## src/rtl/core/renc_pkg.sv

```systemverilog
// Shared types and constants for the rotary encoder interface.
package renc_pkg;

  // One encoder sample.
  typedef struct packed {
    logic        phase_a;
    logic        phase_b;
    logic        switch_level;
    logic [31:0] time_ms;
  } sample_t;

  // One decoded result.
  typedef struct packed {
    logic signed [31:0] position_count;
    logic [1:0]         step_event;
    logic               button_stable;
    logic [1:0]         button_event;
  } result_t;

  // Rotary status for the current transaction.
  typedef struct packed {
    logic signed [31:0] position_count;
    logic [1:0]         step_event;
  } quad_status_t;

  // Switch status for the current transaction.
  typedef struct packed {
    logic       button_stable;
    logic [1:0] button_event;
  } button_status_t;

  localparam logic [1:0] STEP_NONE = 2'd0;
  localparam logic [1:0] STEP_UP   = 2'd1;
  localparam logic [1:0] STEP_DOWN = 2'd2;

  localparam logic [1:0] BTN_NONE     = 2'd0;
  localparam logic [1:0] BTN_PRESSED  = 2'd1;
  localparam logic [1:0] BTN_RELEASED = 2'd2;

  localparam logic [1:0]  PHASE_IDLE        = 2'b11;
  localparam logic [15:0] DEBOUNCE_RESET_MS = 16'd40;

  // Quadrature transition table, indexed by {old pair, new pair}.
  localparam logic signed [1:0] QUAD_TABLE [16] = '{
    2'sd0,  -2'sd1, 2'sd1,  2'sd0,
    2'sd1,  2'sd0,  2'sd0,  -2'sd1,
    -2'sd1, 2'sd0,  2'sd0,  2'sd1,
    2'sd0,  2'sd1,  -2'sd1, 2'sd0
  };

endpackage

```

## src/rtl/core/renc_quad.sv

```systemverilog
// Quadrature decoder with detent accumulator and position counter.
module renc_quad
  import renc_pkg::*;
#(
  parameter int POSITION_WIDTH   = 32,
  parameter int STEPS_PER_DETENT = 4
) (
  input  logic         clk,
  input  logic         rst,
  input  logic         update,
  input  logic         phase_a,
  input  logic         phase_b,
  output quad_status_t status
);

  localparam logic signed [3:0] STEPS = 4'(STEPS_PER_DETENT);

  logic [1:0]                last_phase;
  logic [1:0]                last_phase_next;
  logic signed [3:0]         acc;
  logic signed [3:0]         acc_next;
  logic signed [3:0]         acc_sum;
  logic [POSITION_WIDTH-1:0] position;
  logic [POSITION_WIDTH-1:0] position_next;
  logic [1:0]                phase;
  logic [1:0]                step_event;

  assign phase = {phase_a, phase_b};

  always_comb begin
    last_phase_next = last_phase;
    acc_next        = acc;
    position_next   = position;
    step_event      = STEP_NONE;
    acc_sum         = acc + 4'(QUAD_TABLE[{last_phase, phase}]);
    if (phase != last_phase) begin
      last_phase_next = phase;
      acc_next        = acc_sum;
      if (acc_sum >= STEPS) begin
        position_next = position + POSITION_WIDTH'(1);
        step_event    = STEP_UP;
        acc_next      = '0;
      end else if (acc_sum <= -STEPS) begin
        position_next = position - POSITION_WIDTH'(1);
        step_event    = STEP_DOWN;
        acc_next      = '0;
      end
    end
  end

  always_ff @(posedge clk) begin
    if (rst) begin
      last_phase <= PHASE_IDLE;
      acc        <= '0;
      position   <= '0;
    end else if (update) begin
      last_phase <= last_phase_next;
      acc        <= acc_next;
      position   <= position_next;
    end
  end

  // Sign-extend or truncate the position to the 32-bit result field.
  generate
    if (POSITION_WIDTH >= 32) begin : g_trunc
      assign status.position_count = $signed(position_next[31:0]);
    end else begin : g_extend
      assign status.position_count =
        $signed({{(32-POSITION_WIDTH){position_next[POSITION_WIDTH-1]}}, position_next});
    end
  endgenerate

  assign status.step_event = step_event;

`ifndef SYNTH
  a_acc_range: assert property (@(posedge clk) disable iff (rst)
    (acc < STEPS) && (acc > -STEPS))
    else $error("detent accumulator out of range");
`endif

endmodule

```

## src/rtl/core/renc_debounce.sv

```systemverilog
// Push switch debouncer with programmable hold time.
module renc_debounce
  import renc_pkg::*;
(
  input  logic           clk,
  input  logic           rst,
  input  logic           update,
  input  logic           cfg_write,
  input  logic [15:0]    cfg_data,
  input  logic           switch_level,
  input  logic [31:0]    time_ms,
  output button_status_t status
);

  logic [15:0] debounce_time;
  logic        raw;
  logic        raw_next;
  logic        stable;
  logic        stable_next;
  logic [31:0] stamp;
  logic [31:0] stamp_next;
  logic [31:0] elapsed;
  logic [1:0]  button_event;

  always_comb begin
    raw_next     = raw;
    stamp_next   = stamp;
    stable_next  = stable;
    button_event = BTN_NONE;
    if (switch_level != raw) begin
      raw_next   = switch_level;
      stamp_next = time_ms;
    end
    // Elapsed time wraps with the timestamp.
    elapsed = time_ms - stamp_next;
    if ((raw_next != stable) && (elapsed >= {16'd0, debounce_time})) begin
      stable_next  = raw_next;
      button_event = raw_next ? BTN_RELEASED : BTN_PRESSED;
    end
  end

  always_ff @(posedge clk) begin
    if (rst) begin
      debounce_time <= DEBOUNCE_RESET_MS;
    end else if (cfg_write) begin
      debounce_time <= cfg_data;
    end
  end

  always_ff @(posedge clk) begin
    if (rst) begin
      raw    <= 1'b1;
      stable <= 1'b1;
      stamp  <= '0;
    end else if (update) begin
      raw    <= raw_next;
      stable <= stable_next;
      stamp  <= stamp_next;
    end
  end

  assign status.button_stable = stable_next;
  assign status.button_event  = button_event;

endmodule

```

## src/rtl/core/rotary_encoder_interface.sv

```systemverilog
// Top level of the rotary encoder interface: sample register, decode, result register.
//
// Usage: each sample transaction carries the two phase lines, the raw push
// switch level and a millisecond timestamp. Every accepted sample yields
// exactly one result transaction with the detent position, a step event,
// the debounced switch level and a button event.
// Channels: sample (sample_valid/sample_stall), result (result_valid/
// result_stall), and a write-only cfg channel (cfg_valid/cfg_ready) that
// loads the 16-bit debounce time; cfg_ready is always high.
// Latency: an accepted sample is held in the sample register, decoded
// combinationally and registered into the result register. Throughput:
// one sample per cycle while the result is not stalled, set by the single
// decode step between the sample register and the result register.
// Reset (rst, synchronous): phases idle high, position and accumulator
// zero, switch released, debounce time 40 ms, both channels empty.
// Stall: while result_stall holds a waiting result, the sample register
// still takes one more transaction; sample_stall rises once both are full.
module rotary_encoder_interface
  import renc_pkg::*;
#(
  parameter int POSITION_WIDTH   = 32,
  parameter int STEPS_PER_DETENT = 4
) (
  input  logic        clk,
  input  logic        rst,
  input  logic        sample_valid,
  output logic        sample_stall,
  input  sample_t     sample,
  output logic        result_valid,
  input  logic        result_stall,
  output result_t     result,
  input  logic        cfg_valid,
  output logic        cfg_ready,
  input  logic [15:0] cfg_data
);

  logic           s1_valid;
  sample_t        s1;
  logic           advance;
  logic           move;
  logic           accept;
  quad_status_t   quad_status;
  button_status_t button_status;

  assign advance      = !result_valid || !result_stall;
  assign move         = s1_valid && advance;
  assign sample_stall = s1_valid && !advance;
  assign accept       = sample_valid && !sample_stall;
  assign cfg_ready    = 1'b1;

  always_ff @(posedge clk) begin
    if (rst) begin
      s1_valid <= 1'b0;
    end else if (accept) begin
      s1_valid <= 1'b1;
    end else if (move) begin
      s1_valid <= 1'b0;
    end
  end

  always_ff @(posedge clk) begin
    if (accept) begin
      s1 <= sample;
    end
  end

  renc_quad #(
    .POSITION_WIDTH   (POSITION_WIDTH),
    .STEPS_PER_DETENT (STEPS_PER_DETENT)
  ) u_quad (
    .clk     (clk),
    .rst     (rst),
    .update  (move),
    .phase_a (s1.phase_a),
    .phase_b (s1.phase_b),
    .status  (quad_status)
  );

  renc_debounce u_debounce (
    .clk          (clk),
    .rst          (rst),
    .update       (move),
    .cfg_write    (cfg_valid && cfg_ready),
    .cfg_data     (cfg_data),
    .switch_level (s1.switch_level),
    .time_ms      (s1.time_ms),
    .status       (button_status)
  );

  always_ff @(posedge clk) begin
    if (rst) begin
      result_valid <= 1'b0;
    end else if (advance) begin
      result_valid <= s1_valid;
    end
  end

  always_ff @(posedge clk) begin
    if (move) begin
      result.position_count <= quad_status.position_count;
      result.step_event     <= quad_status.step_event;
      result.button_stable  <= button_status.button_stable;
      result.button_event   <= button_status.button_event;
    end
  end

`ifndef SYNTH
  a_hold_sample: assert property (@(posedge clk) disable iff (rst)
    s1_valid && !advance |=> s1_valid && $stable(s1))
    else $error("pending sample lost while result stalled");

  a_step_code: assert property (@(posedge clk) disable iff (rst)
    result_valid |-> (result.step_event != 2'd3) && (result.button_event != 2'd3))
    else $error("illegal event code on result");

  a_press_level: assert property (@(posedge clk) disable iff (rst)
    result_valid && (result.button_event == BTN_PRESSED) |-> !result.button_stable)
    else $error("press event with released level");

  a_release_level: assert property (@(posedge clk) disable iff (rst)
    result_valid && (result.button_event == BTN_RELEASED) |-> result.button_stable)
    else $error("release event with pressed level");
`endif

endmodule

```

## config.mk

```make
export PLATFORM = sky130hd
export DESIGN_NAME = rotary_encoder_interface
export DESIGN_NICKNAME = d
export VERILOG_FILES = /design/src/rtl/core/renc_pkg.sv /design/src/rtl/core/renc_quad.sv /design/src/rtl/core/renc_debounce.sv /design/src/rtl/core/rotary_encoder_interface.sv
export SDC_FILE = /design/constraint.sdc
export NUM_CORES = 1
export LEC_CHECK = 0
export BUFFER_PORTS_ARGS = -buffer_cell sky130_fd_sc_hd__buf_2
export CORE_AREA = 2 2 169 171
export DETAILED_ROUTE_END_ITERATION = 7
export DIE_AREA = 0 0 171 173
export SLEW_MARGIN = 20
export SYNTH_ARGS = -nofsm -noshare
export SYNTH_HDL_FRONTEND = slang
export SYNTH_SLANG_ARGS = --single-unit
```

## constraint.sdc

```tcl
create_clock -name clk -period 12.9 [get_ports clk]
set_input_delay 2.58 -clock clk [delete_from_list [all_inputs] [get_ports clk]]
set_output_delay 2.58 -clock clk [all_outputs]
set_load 0.1 [all_outputs]
```

==> results.yml <==
status:
  status: "finished clean"
route:
  num_vias: 7834
  ant_nets: 0
  wl_per_cell_um: 14.97
  drt_iter0_markers: 673
  drc: 0
  dr.pass1.iters: 5
  wirelength_mm: 22.64
  vias_per_cell: 5.181
sta:
  min_period_ns: 6.038
  fin_tns_setup_ns: 0
  rsz0062_at_grt: "false"
  hold_viol_final: 0
  setup_viol: 0
  fmax_mhz: 165.6
  hold-worst-slack_ns: 0.4583
  worst_pin_slew_ns: 0.9941
  slew_headroom_pct: 33.73
  slew_viol_final: 0
  fin_skew_ns: 0.01388
  min_period_over_period_pct: 46.81
  setup_ws_ns: 6.862
cts:
  cts_hold_buf: 0
  cts.reportedPaths.clkPinSlew_ns: 0.07
  htree_levels: 4
  cts_tree: "yes"
  insertion_delay_ns: 0.44
  cts_buffers: 17
  cts_setup_buffers: 0
  cts_resized: 0
  cts_buffer_depth: 2
  clock-sinks: 162
  root_buffer: "clkbuf_16"
grt:
  antenna_found_initial: 0
  track_usage_pct: 15.74
  grt_pass1_vias: 7409
  overflow: 0
  grt_max_degree: 88
  grt_pass1_wl_mm: 37.79
synth:
  syn_inst: 1064
  syn_area_per_cell_um2: 9.044
  synth_area_leaders: "edfxtp_1 (22%), dfxtp_1 (19%), ha_1 (6.2%)"
  synth-edff-count: 72
  ys_dominant_reg_cell: "dfxtp_1"
  synth_top_area_share_pct: 22.47
  ys.warnings.count: 0
  ys_types: 82
  syn-cell-area_um2: 9623
  syn_nets: 1169
  ys_ff_latch: 162
  yosysTopAreaCell: "edfxtp_1"
  ys_async_sr_fraction_pct: 0
  seq_area_frac_synth_pct: 41.19
place:
  place_inst: 1479
  io_buffers: 94
  dpl-instance-area_um2: 10370
  hpwl_mm: 16.39
  pre_cts_ws_ns: 6.953
  place_congestion: 0.8774
critical_path:
  regToRegStartpoint: "s1[32]"
  cpPeakStageDelay_ns: 0.51
  cp-start-kind: "flip-flop"
  end_kind: "flip-flop"
  critPathLaunch: "s1[32]"
  cp_slowest_cell: "buf_4"
  crit_fanout: 58
  crit_buf_inv: 3
  required_ns: 13.27
  path_delay_family: "compound AO/OA/AOI/OAI gates"
  crit_path_frequent_cell: "o21ai_0"
  worstSetupPathType: "reg -> reg"
  arrival_ns: 6.40
pwr:
  peakVddDrop_uv: 57.24
  combPwrFrac_pct: 28.9
  p_int_mw: 0.9963
  p_sw_mw: 0.5698
  switching_share_pct: 36.39
  p_leak_nw: 4.350
  p_per_area_nw_per_um2: 142.4
  power_mw: 1.566
  clkPwrFrac_pct: 32.8
  seqPwrFrac_pct: 38.3
final_layout:
  fin_cells: 1512
  drive_gt1_share_pct: 13.23
  diodes: 0
  stdcell_area_um2: 11000
  syn_to_final_growth_pct: 14.30
  nets: 1226
  fin_util_pct: 39.81
min_path:
  hp-class: "reg -> reg"
  min_from: "u_quad.acc[0]"
floorplanning:
  start_util_pct: 34.83
  die-area_um2: 29580
  die_width_um: 171
  die_y_um: 173
  coreArea_um2: 27630
  io_pins: 96
  rows: 61
run:
  cap_violations: 0
==> Yosys cell counts (5+ instances only) <==
library cell / number
dfxtp_1: 90
o2111ai_1: 6
a21oi_1: 74
nand2b_1: 16
xor2_1: 40
and2_1: 7
o22ai_1: 6
a41oi_1: 7
a22oi_1: 5
a31oi_1: 20
xnor2_1: 31
nor4_1: 12
ha_1: 48
or3_1: 27
nand2_1: 111
inv_1: 44
o211ai_1: 14
o21ai_0: 44
a21o_1: 13
nand4_1: 12
buf_1: 6
nand3_1: 14
nor2_1: 87
clkbuf_1: 52
o21a_1: 11
a211oi_1: 25
and3_1: 11
edfxtp_1: 72
nor3_1: 23
nor2b_1: 14
mux2i_1: 37
==> sequential cells by signal (all words and copies together), names as in the netlist <==
| register | count |
|---|---|
| u_debounce.debounce_time | 16 |
| u_debounce.stable | 1 |
| u_quad.acc | 4 |
| result_valid | 1 |
| u_quad.last_phase | 2 |
| s1 | 35 |
| u_quad.position | 32 |
| u_debounce.raw | 1 |
| u_debounce.stamp | 32 |
| result | 37 |
| s1_valid | 1 |
==> layout by cell type (no fill, tap or decap), types with 11 or more instances in the layout <==
master / instances
nand2_1: 111
buf_2: 94
dfxtp_1: 90
nor2_1: 87
a21oi_1: 74
edfxtp_1: 72
ha_1: 47
inv_1: 44
o21ai_0: 44
xor2_1: 40
mux2i_1: 37
xnor2_1: 31
or3_1: 27
a211oi_1: 25
nor3_1: 23
a31oi_1: 20
clkbuf_16: 17
nand2b_1: 16
nand3_1: 14
o211ai_1: 14
a21o_1: 13
nor2b_1: 13
nand4_1: 12
nor4_1: 12
and3_1: 11
o21a_1: 11
==> layout make-up <==
type                            count  area (µm²)
Inverter                           46       173.9
Fill cell                        2807       16630
Timing Repair Buffer               99       520.5
Multi-Input combinational cell    795        5259
Clock inverter                     15       183.9
Clock buffer                       17       425.4
Tap cell                          378       473.0
Sequential cell                   162        3964
==> cell families (layout without fill, tap and decap cells) <==
group / after synthesis / after routing / synth area share [%]
mux: 39 / 39 / 4.200
other cells: 1 / 1 / 0.03897
flops: 162 / 162 / 41.19
compound gates: 266 / 266 / 18.13
fa+ha+maj: 52 / 52 / 6.761
simple gates: 365 / 365 / 18.71
xor+xnor: 72 / 72 / 6.709
buf+inv: 107 / 177 / 4.265
==> worst register-to-register path, stage by stage (launching register included) <==
cell	delay, ns
edfxtp_1	0.40
ha_2	0.33
buf_4	0.51
nand2_1	0.19
o21ai_0	0.13
ha_1	0.26
inv_1	0.08
ha_1	0.23
inv_1	0.12
a22oi_1	0.11
a22oi_1	0.37
nor3_1	0.08
o21ai_0	0.15
o21ai_0	0.11
a22o_1	0.21
ha_1	0.26
and2_0	0.16
a221o_1	0.30
a2bb2oi_1	0.20
o211ai_1	0.11
nor4_1	0.20
o2111ai_1	0.15
a211oi_1	0.22
nand4_1	0.16
or4_1	0.51
o21ai_0	0.24
mux2i_1	0.20
==> worst paths after layout <==
| kind | slack, ns | to | cells after the start |
|---|---|---|---|
| worst min register to register | 0.46 | u_quad.acc[0] | 2 |
| worst max-delay path | 6.86 | u_debounce.stable | 26 |
| worst max register to register | 6.86 | u_debounce.stable | 26 |
| worst min-delay path | 0.46 | u_quad.acc[0] | 2 |
==> power groups by stage <==
stage	combinational, mW	clock [mW]	sequential (mW)
after floorplan	0.288	0	0.677
after global placement	0.447	0	0.611
after detailed placement	0.451	0	0.612
after CTS	0.454	0.528	0.601
after global routing	0.503	0.547	0.605
final	0.453	0.513	0.600
==> per-layer routing <==
layer / vias up / part of all wire, % / global-route usage, % / routed length [µm]
met5: - / 0 / 0 / 0
met4: 0 / 2.0 / 5.191 / 454
met3: 37 / 3.6 / 2.541 / 817
met2: 161 / 48 / 26.58 / 10910
met1: 3650 / 46 / 20.39 / 10450
li1: 3986 / - / - / -
(Power assumes the default switching activity.)
